===== config.mk =====
export PLATFORM = sky130hd
export DESIGN_NAME = cau_mul
export DESIGN_NICKNAME = d
export VERILOG_FILES = /design/src/sv/cau_mul.sv
export SDC_FILE = /design/constraint.sdc
export NUM_CORES = 2
export LEC_CHECK = 0
export BUFFER_PORTS_ARGS = -buffer_cell sky130_fd_sc_hd__buf_2
export CAP_MARGIN = 10
export CORE_MARGIN = 2
export CORE_UTILIZATION = 55
export DETAILED_ROUTE_END_ITERATION = 10
export GPL_ROUTABILITY_DRIVEN = 0
export PLACE_DENSITY = 0.75
export SLEW_MARGIN = 10
export SYNTH_ARGS = -nofsm -noshare
export SYNTH_HDL_FRONTEND = slang
export SYNTH_SLANG_ARGS = --single-unit

===== constraint.sdc =====
create_clock -name vclk -period 8.6
set_input_delay 0 -clock vclk [all_inputs]
set_output_delay 0 -clock vclk [all_outputs]
set_load 0.01 [all_outputs]

===== src/sv/cau_mul.sv =====
// ----------------------------------------------------------------------------
// cau_mul
// Shared signed 32x32 multiplier, result as sign and magnitude.
// ----------------------------------------------------------------------------
`default_nettype none
module cau_mul (
	input  wire logic signed [31:0] x,
	input  wire logic signed [31:0] y,
	output logic             [63:0] mag,
	output logic                    neg
);
	logic [31:0] x_abs, y_abs;

	assign x_abs = x[31] ? 32'd0 - 32'(x) : 32'(x);
	assign y_abs = y[31] ? 32'd0 - 32'(y) : 32'(y);
	assign mag   = {32'd0, x_abs} * {32'd0, y_abs};
	// a zero product with the sign set still adds as zero
	assign neg   = x[31] ^ y[31];

endmodule
`default_nettype wire


# Word-level counts from Yosys, hierarchy flattened
# Cells that the tools add are included.
# classes
add_sub_neg,2
mul,1
div,0
order_cmp,0
eq_ne,0
shift,0
mux,2
bitwise,1
n_reduce_logical,0
# op_table
cell,count
32-bit by 32-bit multiplier with 64-bit output,1
32-bit 2-to-1 mux,2
1-bit by 32-bit subtractor with 32-bit output (first input constant),2
1-bit bitwise XOR,1
# totals
ff_bits,0
latchBits,0
ram_bits,0
rom_bits,0
in_bits,64
out_inout_bits,65
elab_cells,6
mem_count,0

# Depth between registers and ports, before layout
# logic_depth
depth_word,3
depth_mapped,39
ltp_nobuf,35

# Least setup slack after synthesis
# Ideal clock, no wire load.
# synth_path
path_kind,input -> output
start,input port x[0]
end,output port mag[62]
t_arrival_ps,9196
t_required_ps,8600
setup_slack_ps,-596
path_stages,36
n_path_buf,4
cell_sequence,clkbuf_1 -> inv_1 -> clkbuf_1 -> ha_1 -> nand2b_1 -> or3_1 -> or4_1 -> nor2_1 -> nand3_1 -> o31ai_2 -> xnor2_1 -> buf_2 -> nand2_1 -> fa_1 -> fa_1 -> fa_1 -> fa_1 -> inv_1 -> fa_1 -> fa_1 -> fa_1 -> inv_1 -> fa_1 -> inv_1 -> ha_1 -> clkbuf_1 -> a21o_1 -> and3_1 -> nor3_1 -> o21a_1 -> a2bb2oi_1 -> o211ai_1 -> a31oi_1 -> o21ai_0 -> a311oi_1 -> xnor2_1
# synth_via
elab_chain_cells,3
# synth_rtl
item,line,source
start: declaration,7,"input wire logic signed [31:0] x,"
1-bit by 32-bit subtractor with 32-bit output,14,assign x_abs = x[31] ? 32'd0 - 32'(x) : 32'(x);
32-bit 2-to-1 mux (*),14,
32-bit by 32-bit multiplier with 64-bit output (*),16,"assign mag = {32'd0, x_abs} * {32'd0, y_abs};"
end: declaration,9,"output logic [63:0] mag,"
# Mark *: on every way between the ends. The rest lies on a longest branch, timed or not.

# Worst setup path after layout
# layout_path
start,input port y[10]
end,output port mag[63]
# layout_via
elab_chain_cells,3
# layout_rtl
item,line,source
start: declaration,8,"input wire logic signed [31:0] y,"
1-bit by 32-bit subtractor with 32-bit output,15,assign y_abs = y[31] ? 32'd0 - 32'(y) : 32'(y);
32-bit 2-to-1 mux (*),15,
32-bit by 32-bit multiplier with 64-bit output (*),16,
# Marked as above.

==> flow_summary.json <==
{
  "run_status": "finished, violations left",
  "violations": "setup timing",
  "synth_warnings": 0,
  "hold_depth": 5,
  "ioPinCount": 129,
  "grt_overflow": 0,
  "regArea_um2": 0,
  "slew_headroom_pct": 42.0,
  "start_util_pct": 55.5,
  "drc": 0,
  "core_um2": 60400,
  "vias": 31400,
  "path_class": "in2out",
  "drt_first_iter_violations": 3422,
  "synth_area_um2": 33500,
  "routed_wl_um": 123000,
  "timing.final.crit_period_ns": 9.56,
  "final.clkbuf_count": 0,
  "worstPathMaxFanout": 5,
  "drtPass1Iterations": 6,
  "drv_cap": 0,
  "dp_hpwl_um": 99500,
  "fillerInstances": 4014,
  "end_kind": "output pin",
  "fin_crit_sh_pct": 111,
  "layout_common_cells": "inv_1 (851), fa_1 (848), buf_4 (602)",
  "antenna_found_initial": 3,
  "multi_input_area_um2": 31700,
  "routedWlPerCell_um": 23.0,
  "grt_pass1_vias": 33700,
  "netlist_instances": 3908,
  "nets": 5803,
  "crit_path_frequent_cell": "fa_2",
  "sequential_cell_total": 0,
  "report.final.slew_viol_count": 0,
  "syn2layout_area_growth_pct": 28.1,
  "setup_viol": 37,
  "worst_path_max_delay_cell": "fa_2",
  "fp.dieH_um": 251,
  "ys_seq_area_share_pct": 0,
  "cpPeakStageDelay_ns": 0.61,
  "grt.total_usage_pct": 38.6,
  "ys_types": 61,
  "fin_ws_ns": -0.956,
  "syn-num-nets": 5133,
  "max_clock_freq_mhz": 105,
  "drive_gt1_share_pct": 26.5,
  "ant_nets": 0,
  "startpoint_type": "input port",
  "worstHoldStart": "y[0]",
  "grt_max_degree": 24,
  "num_rows": 90,
  "fin_util_pct": 71.2,
  "required_ns": 8.60,
  "finalHoldViolCount": 0,
  "io_buffers": 129,
  "avgSynthCellArea_um2": 8.58,
  "arrival_ns": 9.56,
  "hold_class": "in2out",
  "final_common_cell": "inv_1",
  "via_per_inst": 5.85,
  "tightestPinTransition_ns": 0.869,
  "grt_setup_unrepaired": "true",
  "cp-startpoint": "y[10]",
  "die_width_um": 251,
  "grt_pass1_wl_um": 185000,
  "dieArea_um2": 63000,
  "min_to": "mag[0]"
}
==> cell usage after synthesis, types with 10 or more instances <==
cell type	instances	area share, %
fa_1	896	53
inv_1	882	9.9
nor2_1	603	6.8
nand2_1	514	5.8
ha_1	265	9.9
clkbuf_1	159	1.8
xnor2_1	98	2.6
xor2_1	74	1.9
a21oi_1	69	1.0
o21ai_0	50	0.75
a21o_1	30	0.67
buf_2	25	0.37
nand4_1	17	0.32
and2_1	15	0.28
and3_1	14	0.26
a31oi_1	13	0.24
nand3_1	13	0.19
o21bai_1	13	0.29
o31ai_1	13	0.29
or3_1	13	0.24
nor3_1	11	0.16
or4_1	11	0.25
nand2b_1	10	0.19
nor2b_1	10	0.19
==> repair_timing <==
item,4_1_cts,5_1_grt
setup endpoints to repair,37,41
resized for setup,273,217
hold buffers,0,0
pin swaps,159,135
cloned,3,0
buffers inserted,70,52
==> worst max-delay path: cells and delay by family <==
| family | cells | cell delay (ns) |
|---|---|---|
| adder cells (fa/ha/maj) | 9 | 4.56 |
| AO/OA/AOI/OAI | 7 | 1.22 |
| XOR/XNOR | 2 | 0.27 |
| buffers and inverters | 9 | 1.02 |
| AND/OR/NAND/NOR | 8 | 2.48 |
==> final cells by class <==
type	instances	area share, %
inverters	882	7.71
diodes	3	0.0175
repair buffers	854	16.2
multi-input cells	2840	73.8
well taps	782	2.28
==> stage by stage <==
stage               worst slack (ns)  hold slack (ns)  setup TNS (ns)  instance area (µm²)  instances
global route                   -1.19            0.658          -28.19                42900       5358
floorplan                   -0.00810            0.266        -0.00810                33800       3908
detailed placement             -1.13            0.626          -21.18                39900       5250
finish                        -0.956            0.651          -20.52                42900       5361
CTS                           -0.695            0.626          -11.62                41700       5319
global placement               -1.10            0.620          -19.78                39900       5250
==> worst max path at each step <==
stage | slack (ns) | to | cells after the start
finish | -0.96 | mag[63] | 35
global route | -1.19 | mag[63] | 33
CTS | -0.69 | mag[63] | 35
detailed placement | -1.13 | mag[62] | 36
global placement | -1.10 | mag[62] | 36
floorplan | -0.008 | mag[62] | 33
==> logic make-up (layout without fill, tap and decap cells) <==
| kind of cell | Yosys count | after routing | share of synthesized area, % |
|---|---|---|---|
| other cells | 0 | 3 | 0 |
| compound gates | 247 | 247 | 4.80 |
| simple gates | 1258 | 1258 | 15.2 |
| fa+ha+maj | 1161 | 1161 | 63.4 |
| xor+xnor | 173 | 174 | 4.54 |
| buf+inv | 1069 | 1736 | 12.1 |
==> metal layers <==
metal  part of all wire, %  vias up  global-route usage (%)
met5                     0        -                       0
li1                      -    12800                       -
met2                    45     2377                    61.1
met4                   9.0        0                    24.8
met1                    33    15500                    46.7
met3                    13      757                    10.7
